`src/hw/rtl/pstd_pkg.sv`:
```
// Shared types and constants for the packet sequence and delay tracker.
// Used by pstd_alu and packet_sequence_delay_tracker_unit.
`timescale 1ns / 1ps

package pstd_pkg;

	// circular sequence space
	localparam int SEQ_W      = 12;
	localparam int SEQ_SPACE  = 1 << SEQ_W;
	localparam int HALF_SPACE = SEQ_SPACE / 2;

	localparam int HEADER_BYTES_DEF = 24;

	// field widths
	localparam int LEN_W   = 16;
	localparam int TOK_W   = 8;
	localparam int TIME_W  = 62;
	localparam int DLY_W   = 63;
	localparam int SUM_W   = 64;
	localparam int CNT_W   = 32;
	localparam int BYTES_W = 48;
	localparam int TMO_W   = 16;

	// timeout threshold in ns: timeout_ms * NS_PER_MS
	localparam int NS_PER_MS = 1000 * 1000;
	localparam int NSMS_W    = 20;
	localparam int THR_W     = TMO_W + NSMS_W;

	// shared adder: wide enough for (threshold - (delay - min)) without overflow
	localparam int ALU_W = 66;

	// configuration port
	localparam int CFG_IDX_W  = 1;
	localparam int CFG_DATA_W = 16;

	typedef enum logic [CFG_IDX_W-1:0] {
		CFG_TOKEN   = 1'b0,
		CFG_TIMEOUT = 1'b1
	} cfg_idx_t;

	localparam int TOKEN_RESET   = 0;
	localparam int TIMEOUT_RESET = 1000;

	typedef enum logic [2:0] {
		V_IN_ORDER = 3'd0,
		V_REORDER  = 3'd1,
		V_DUP      = 3'd2,
		V_SHORT    = 3'd3,
		V_TOKEN    = 3'd4
	} verdict_t;

	typedef enum logic [3:0] {
		ST_CLR,
		ST_IDLE,
		ST_CHK,
		ST_WALK,
		ST_SET1,
		ST_SET0,
		ST_ADV,
		ST_DLY,
		ST_DIFF,
		ST_TOUT,
		ST_MAX,
		ST_SUM,
		ST_BYTES,
		ST_DONE
	} state_t;

endpackage

```
`src/hw/rtl/pstd_alu.sv`:
```
// Shared add/subtract unit of the tracker, with sign flag of the result.
// Depends on pstd_pkg.
`timescale 1ns / 1ps

module pstd_alu
	import pstd_pkg::*;
(
	input  logic signed [ALU_W-1:0] a,
	input  logic signed [ALU_W-1:0] b,
	input  logic                    sub,
	output logic signed [ALU_W-1:0] res,
	output logic                    neg
);

	assign res = sub ? (a - b) : (a + b);
	assign neg = res[ALU_W-1];

endmodule

```
`config.mk`:
```
export PLATFORM = sky130hd
export DESIGN_NAME = pstd_alu
export DESIGN_NICKNAME = d
export VERILOG_FILES = /design/src/hw/rtl/pstd_pkg.sv /design/src/hw/rtl/pstd_alu.sv
export SDC_FILE = /design/constraint.sdc
export NUM_CORES = 1
export LEC_CHECK = 0
export BUFFER_PORTS_ARGS = -buffer_cell sky130_fd_sc_hd__buf_4
export CELL_PAD_IN_SITES_DETAIL_PLACEMENT = 1
export CELL_PAD_IN_SITES_GLOBAL_PLACEMENT = 1
export CORE_UTILIZATION = 38
export DETAILED_ROUTE_END_ITERATION = 6
export MAX_ROUTING_LAYER = met4
export PLACE_DENSITY_LB_ADDON = 0.1
export SLEW_MARGIN = 20
export SYNTH_ARGS = -nofsm -noshare
export SYNTH_HDL_FRONTEND = slang
export SYNTH_SLANG_ARGS = --single-unit
```
`constraint.sdc`:
```
create_clock -name vclk -period 13.85
set_input_delay 0.6925 -clock vclk [all_inputs]
set_output_delay 0.6925 -clock vclk [all_outputs]
set_load 0.02 [all_outputs]
```
; ---- After elaboration in Yosys (flattened, before gate mapping)
; Cells that the tools add are included.
[word_totals]
ff_bits = 0
input_bits = 133
out_inout_bits = 67
wordCells = 3
[classes]
add_sub_neg = 2
mux = 1
[op_table]
columns = operator, count
row1 = adder 66 bit, 1
row2 = two-way mux 66 bit, 1
row3 = subtractor 66 bit, 1

; ---- Depth between registers and ports, before layout
; Gate-level depths: netlist of run 1.
[logic_depth]
depth_word = 2
mapped_depth = 23
ltp_nobuf = 21

; ---- Worst setup path after synthesis of run 1
; No wires, ideal clock.
[synth_path]
path_kind = input to output
startpoint = input port b[11]
endpoint = output port res[63]
arrival_time_ps = 5283
t_required_ps = 13157
slack_ps = 7874
cell_stages = 20
path_buffers = 2
path_cell_list = or4_4 > or4_1 > nor2b_1 > and2_1 > and3b_1 > clkbuf_1 > a31oi_1 > xnor2_1 > ha_1 > clkbuf_1 > a21o_1 > a21o_1 > a221oi_1 > o21ai_1 > o31a_1 > a41oi_1 > o31ai_1 > a31oi_1 > o21ai_1 > xnor2_1
[synth_between]
elab_chain_cells = 2
word_cells_on_any_way = 3
classes_between = add/sub (2) / mux (1)
[synth_rtl]
columns = item, line_no
row1 = start: declaration, pstd_alu.sv:9  ; input logic signed [ALU_W-1:0] b,
row2 = adder 66 bit or subtractor 66 bit (tied branches), pstd_alu.sv:15  ; assign res = sub ? (a - b) : (a + b);
row3 = two-way mux 66 bit *, pstd_alu.sv:15
row4 = end: declaration, pstd_alu.sv:11  ; output logic signed [ALU_W-1:0] res,
; Every way passes the cells marked *; elsewhere a longest branch is shown, timed or not.

; ---- Final worst setup path of run 1
[layout_path]
startpoint = input port b[3]
endpoint = output port res[63]
; Same word-level chain as after synthesis.

==> results of run 1 <==
synth_stat cells, drive strengths merged (4+ instances only):
cell type | n | area share
and4 | 4 | 0.0066
a31oi | 20 | 0.023
and3 | 4 | 0.0047
xor2 | 27 | 0.044
nor3 | 28 | 0.027
nor2 | 83 | 0.058
nand3 | 18 | 0.019
and2 | 8 | 0.0098
a21o | 31 | 0.044
nand4 | 27 | 0.032
o21bai | 22 | 0.031
o21a | 9 | 0.013
inv | 35 | 0.025
ha | 66 | 0.15
a211oi | 6 | 0.0084
nand2 | 64 | 0.045
a21oi | 110 | 0.10
nor4 | 12 | 0.017
clkbuf | 38 | 0.027
o21ai | 45 | 0.042
nand2b | 4 | 0.0047
nor2b | 4 | 0.0047
a21boi | 6 | 0.0084
or3 | 9 | 0.011
xnor2 | 100 | 0.16
cell families (layout without fill, tap and decap cells):
| kind of cell | after synthesis | after routing | share of synthesized area |
|---|---|---|---|
| compound gates | 278 | 278 | 0.3188 |
| simple gates | 275 | 275 | 0.2546 |
| xor+xnor | 127 | 127 | 0.2082 |
| buf+inv | 75 | 235 | 0.05411 |
| fa+ha+maj | 67 | 67 | 0.1584 |
| mux | 3 | 3 | 0.005856 |
per-stage QoR:
| stage | power, W | util |
|---|---|---|
| after floorplan | 0.0003539 | - |
| after global routing | 0.0006100 | 0.5133 |
| final | 0.0005661 | 0.5133 |
| after CTS | 0.0005662 | 0.5133 |
| after global placement | 0.0005582 | 0.5133 |
| after detailed placement | 0.0005637 | 0.5133 |
how the worst min path moves through the flow:
stage | startpoint | to | slack (ps) | cells after the start
2_1_floorplan | b[0] | res[0] | 1570 | 2
3_3_place_gp | a[1] | res[1] | 1780 | 3
3_5_place_dp | a[1] | res[1] | 1780 | 3
4_1_cts | a[1] | res[1] | 1780 | 3
5_1_grt | b[0] | res[0] | 1800 | 4
6_report | a[1] | res[1] | 1780 | 3
worst max-delay path: stages:
cell	delay [ps]
buf_4	120
or3_1	380
nor4_1	410
and2_1	280
nor2b_1	260
and2_1	310
and3b_1	330
and2_1	230
a21oi_1	90
xnor2_1	170
ha_1	400
a21oi_1	230
o21ai_0	140
a221oi_1	330
o21ai_1	170
o31a_1	260
a41oi_1	400
o31ai_1	270
a31oi_1	390
o21ai_1	120
xnor2_1	160
buf_4	160
routing by layer:
layer | up-vias | global-route usage
li1 | 3327 | -
met1 | 3119 | 0.3619
met2 | 205 | 0.4806
met3 | 38 | 0.02877
met4 | 0 | 0.07716
met5 | - | -
report_power, final:
part	switching, W	internal [W]
clock network	0	0
logic	0.000328	0.000238
registers	0	0
total	0.000328	0.000238
cell type report:
type / instances / share of cell area
Inverter: 35 / 0.01903
Multi-Input combinational cell: 750 / 0.7317
Tap cell: 176 / 0.03189
Timing Repair Buffer: 200 / 0.2174
==> flow_summary.ini, run 1 <==
[run_status]
status = complete, no violations

[global_route]
antenna_found_initial = 0
grt_overflow = 0
grt_pass1_vias = 6733
grt_max_degree = 66
grt_usage = 0.2851
grt_first_pass_wirelength_um = 32930

[detailed_routing]
ant_nets = 0
drc = 0
wl_met3_um = 1111
first_pass_iters = 4
wl_um = 20860
viasPerCell = 5.761
dr.max_layer_used = met4
wl_met1_um = 9527
num_vias = 6689
drt_iter0_markers = 306
wire_per_inst_um = 17.96
met2WireLength_um = 9610

[sta]
slew_viol_final = 0
fin_crit_sh = 0.5073
min_period_ps = 7027
setup-violations-final = 0
max_slew_margin = 0.5389
tightest_slew_ps = 686.3
timing.hold.ws_ps = 1780
rsz0062_at_grt = no
fin_ws_ps = 6823
fmax_ghz = 0.1423
hold_viol = 0
tns_ps = 0

[synthesis]
synth_area_um2 = 5341
yosys_warnings = 0
synth.net_count = 1025
synth_cell_types = 58
syn_avg_cell_area_um2 = 6.474
seq_area_frac_synth = 0
synth_cells = 825

[critical_path]
crit_required_ps = 13160
worstPathArrival_ps = 6330
critPathLaunch = b[3]
end_kind = output port
cp_max_fo = 8
start_kind = primary input
crit_type = in2out
endpoint = res[63]

[finish]
final_common_cell = buf_4
n_clock_buffer = 0
seq_cell_count = 0
area_delta_synth_final_pct = 29.28
finalNonFillerCells = 1161
multiInputGateArea_um2 = 5052
seq_area_um2 = 0
final_cell_mix = buf_4 (200), a21oi_1 (110), xnor2_1 (100), nor2_1 (83), ha_1 (66)
design_area_um2 = 6905
antenna_cells = 0
finalNetCount = 1187
fillers = 1847
drive_above_1_share = 0.2152

[floorplanning]
placementRows = 42
ios = 200
fp.dieH_um = 120.6
die_w_um = 120.6
die_area_um2 = 14530
initial_core_util = 0.3970
coreArea_um2 = 13450

[min_path]
hp-class = in2out

[placed_design]
preCtsSetupSlack_ps = 6873
placed_cell_area_um2 = 6905
gp_congestion = 0.9021
dp.cells = 1161
port_buffers = 200
dp_hpwl_um = 18100

[pwr]
p_leak_nw = 3.101
p_per_area_nw_per_um2 = 81.99
ir_worst_vdd_v = 0.00005010

[cts]
postCtsHoldBufs = 0
post_cts_resized = 0
cts_setup_buffers = 0

[flow_run]
drv_cap = 0
(Power assumes the default switching activity.)
==> run 2: changes to the inputs <==
- ABC_AREA: unset -> 1
- CORE_UTILIZATION: 38 -> 32
- clock period: 13.85 -> 5.9 ns (I/O delays scaled with it)
==> run 2 against run 1 <==
Against the previous run:
- first-iteration DRC count increased by 100%
- die area increased by 79%
- highest routed layer unchanged
- flip-flop and latch count unchanged
- largest power group unchanged
- global-route usage increased by 2.8 points
- combinational power increased to 2.5 times the previous value
- utilization decreased by 11 points
==> flow_summary.ini, run 2 <==
[detailed_routing]
drc = 0
wl_um = 40270
ant_nets = 0
num_vias = 11120
first_pass_iters = 5
drt_iter0_markers = 624
viasPerCell = 4.986
wire_per_inst_um = 18.06

[min_path]
hp-class = in2out

[floorplanning]
initial_core_util = 0.3294
placementRows = 57
die_area_um2 = 25970
coreArea_um2 = 24600
die_w_um = 161.2
fp.dieH_um = 161.2
ios = 200

[synthesis]
synth_area_um2 = 8105
synthTopCellsByCount = nand2_1 (607), inv_1 (340), nor2_1 (245)
synth_most_common_cell = nand2_1
seq_area_frac_synth = 0
synth_largest_area_cell = nand2_1
yosys_warnings = 0
syn_avg_cell_area_um2 = 4.723
synth_area_leaders = nand2_1 (28%), inv_1 (16%), nor2_1 (11%)
synth_cell_types = 35
synth.net_count = 1916
synth_cells = 1716
synth_top_area_share = 0.2811

[cts]
cts_setup_buffers = 0
post_cts_resized = 0
postCtsHoldBufs = 0

[pwr]
p_per_area_nw_per_um2 = 143.7
p_leak_nw = 5.688
total_power_w = 0.001433
ir_worst_vdd_v = 0.00008002

[critical_path]
end_kind = output port
cp_max_fo = 41
crit_required_ps = 5610
crit_type = in2out
start_kind = primary input
worstPathArrival_ps = 3930

[global_route]
grt_max_degree = 42
grt_first_pass_wirelength_um = 60850
grt_overflow = 0
antenna_found_initial = 0
grt_pass1_vias = 11170
grt_usage = 0.3129

[finish]
fillers = 3772
area_delta_synth_final_pct = 23.02
final_cell_mix = nand2_1 (607), inv_1 (339), nor2_1 (245), buf_4 (201), nand3_1 (92)
antenna_cells = 0
final_common_cell = nand2_1
finalNetCount = 2108
n_clock_buffer = 0
drive_above_1_share = 0.1201
multiInputGateArea_um2 = 6780
finalNonFillerCells = 2230
seq_cell_count = 0
seq_area_um2 = 0

[sta]
tightest_slew_ps = 755.7
timing.hold.ws_ps = 979.5
slew_viol_final = 0
fin_crit_sh = 0.7154
fmax_ghz = 0.2369
tns_ps = 0
rsz0062_at_grt = no
max_slew_margin = 0.4955
setup-violations-final = 0
fin_ws_ps = 1679
min_period_ps = 4221
hold_viol = 0

[placed_design]
dp_hpwl_um = 37100
dp.cells = 2230
gp_congestion = 0.9786
port_buffers = 200
preCtsSetupSlack_ps = 1729

[run_status]
status = complete, no violations

[flow_run]
drv_cap = 0
-- run 2: changes by cell type after synthesis, sizes merged, moves of 32 or more --
| cell | delta |
|---|---|
| xor2 | +59 |
| o21ai | +32 |
| clkbuf | -33 |
| nand3 | +77 |
| inv | +305 |
| xnor2 | -95 |
| nor2 | +171 |
| nand2 | +550 |
-- run 2: worst max-delay path: stages --
cell,delay (ps)
buf_4,220
inv_2,600
buf_4,410
nand2_1,130
o21ai_1,130
xor2_1,190
inv_1,80
ha_1,450
nand2_1,170
nor2_1,150
inv_1,80
nor2_1,230
nand2_1,140
nor3_1,150
nand2_1,140
nand2_1,80
nand2_1,40
nand2_1,50
buf_4,130
-- run 2: worst paths after layout --
kind / from / to / slack [ps] / cells after the start
min: a[1] / res[1] / 980 / 3
max: sub / res[61] / 1680 / 19
-- run 2: cell families after synthesis --
logic type | count (synthesis) | share of synthesized area
AOI/OAI and AO/OA | 174 | 0.1124
adders and majority gates | 67 | 0.1044
buffers and inverters | 351 | 0.1635
xor gates and xnor gates | 91 | 0.09833
and+or+nand+nor | 1033 | 0.5215
-- run 2: area by class of cell --
class                      count  share of cell area
multi-input combinational   1365              0.6800
timing repair buffer         201              0.1513
inverter                     340              0.1280
tap                          324             0.04066
-- run 2: metal layers --
layer	up-vias	share of wire	global-route usage	routed length, um
li1	5663	-	-	-
met1	5158	0.49	0.4260	19640
met2	264	0.46	0.5270	18720
met3	34	0.030	0.002825	1193
met4	0	0.018	0.04931	707
met5	-	0	-	0
-- run 2: stage by stage --
stage / cell area, um2 / utilization
floorplan: 8105 / -
global placement: 9971 / 0.4052
detailed placement: 9971 / 0.4052
CTS: 9971 / 0.4052
global route: 9971 / 0.4052
finish: 9971 / 0.4052
-- run 2: power by group --
part           total, W  leakage (nW)  internal, W  switching (W)
Clock                 0             0            0              0
Combinational   0.00143          5.69     0.000499       0.000935
Sequential            0             0            0              0
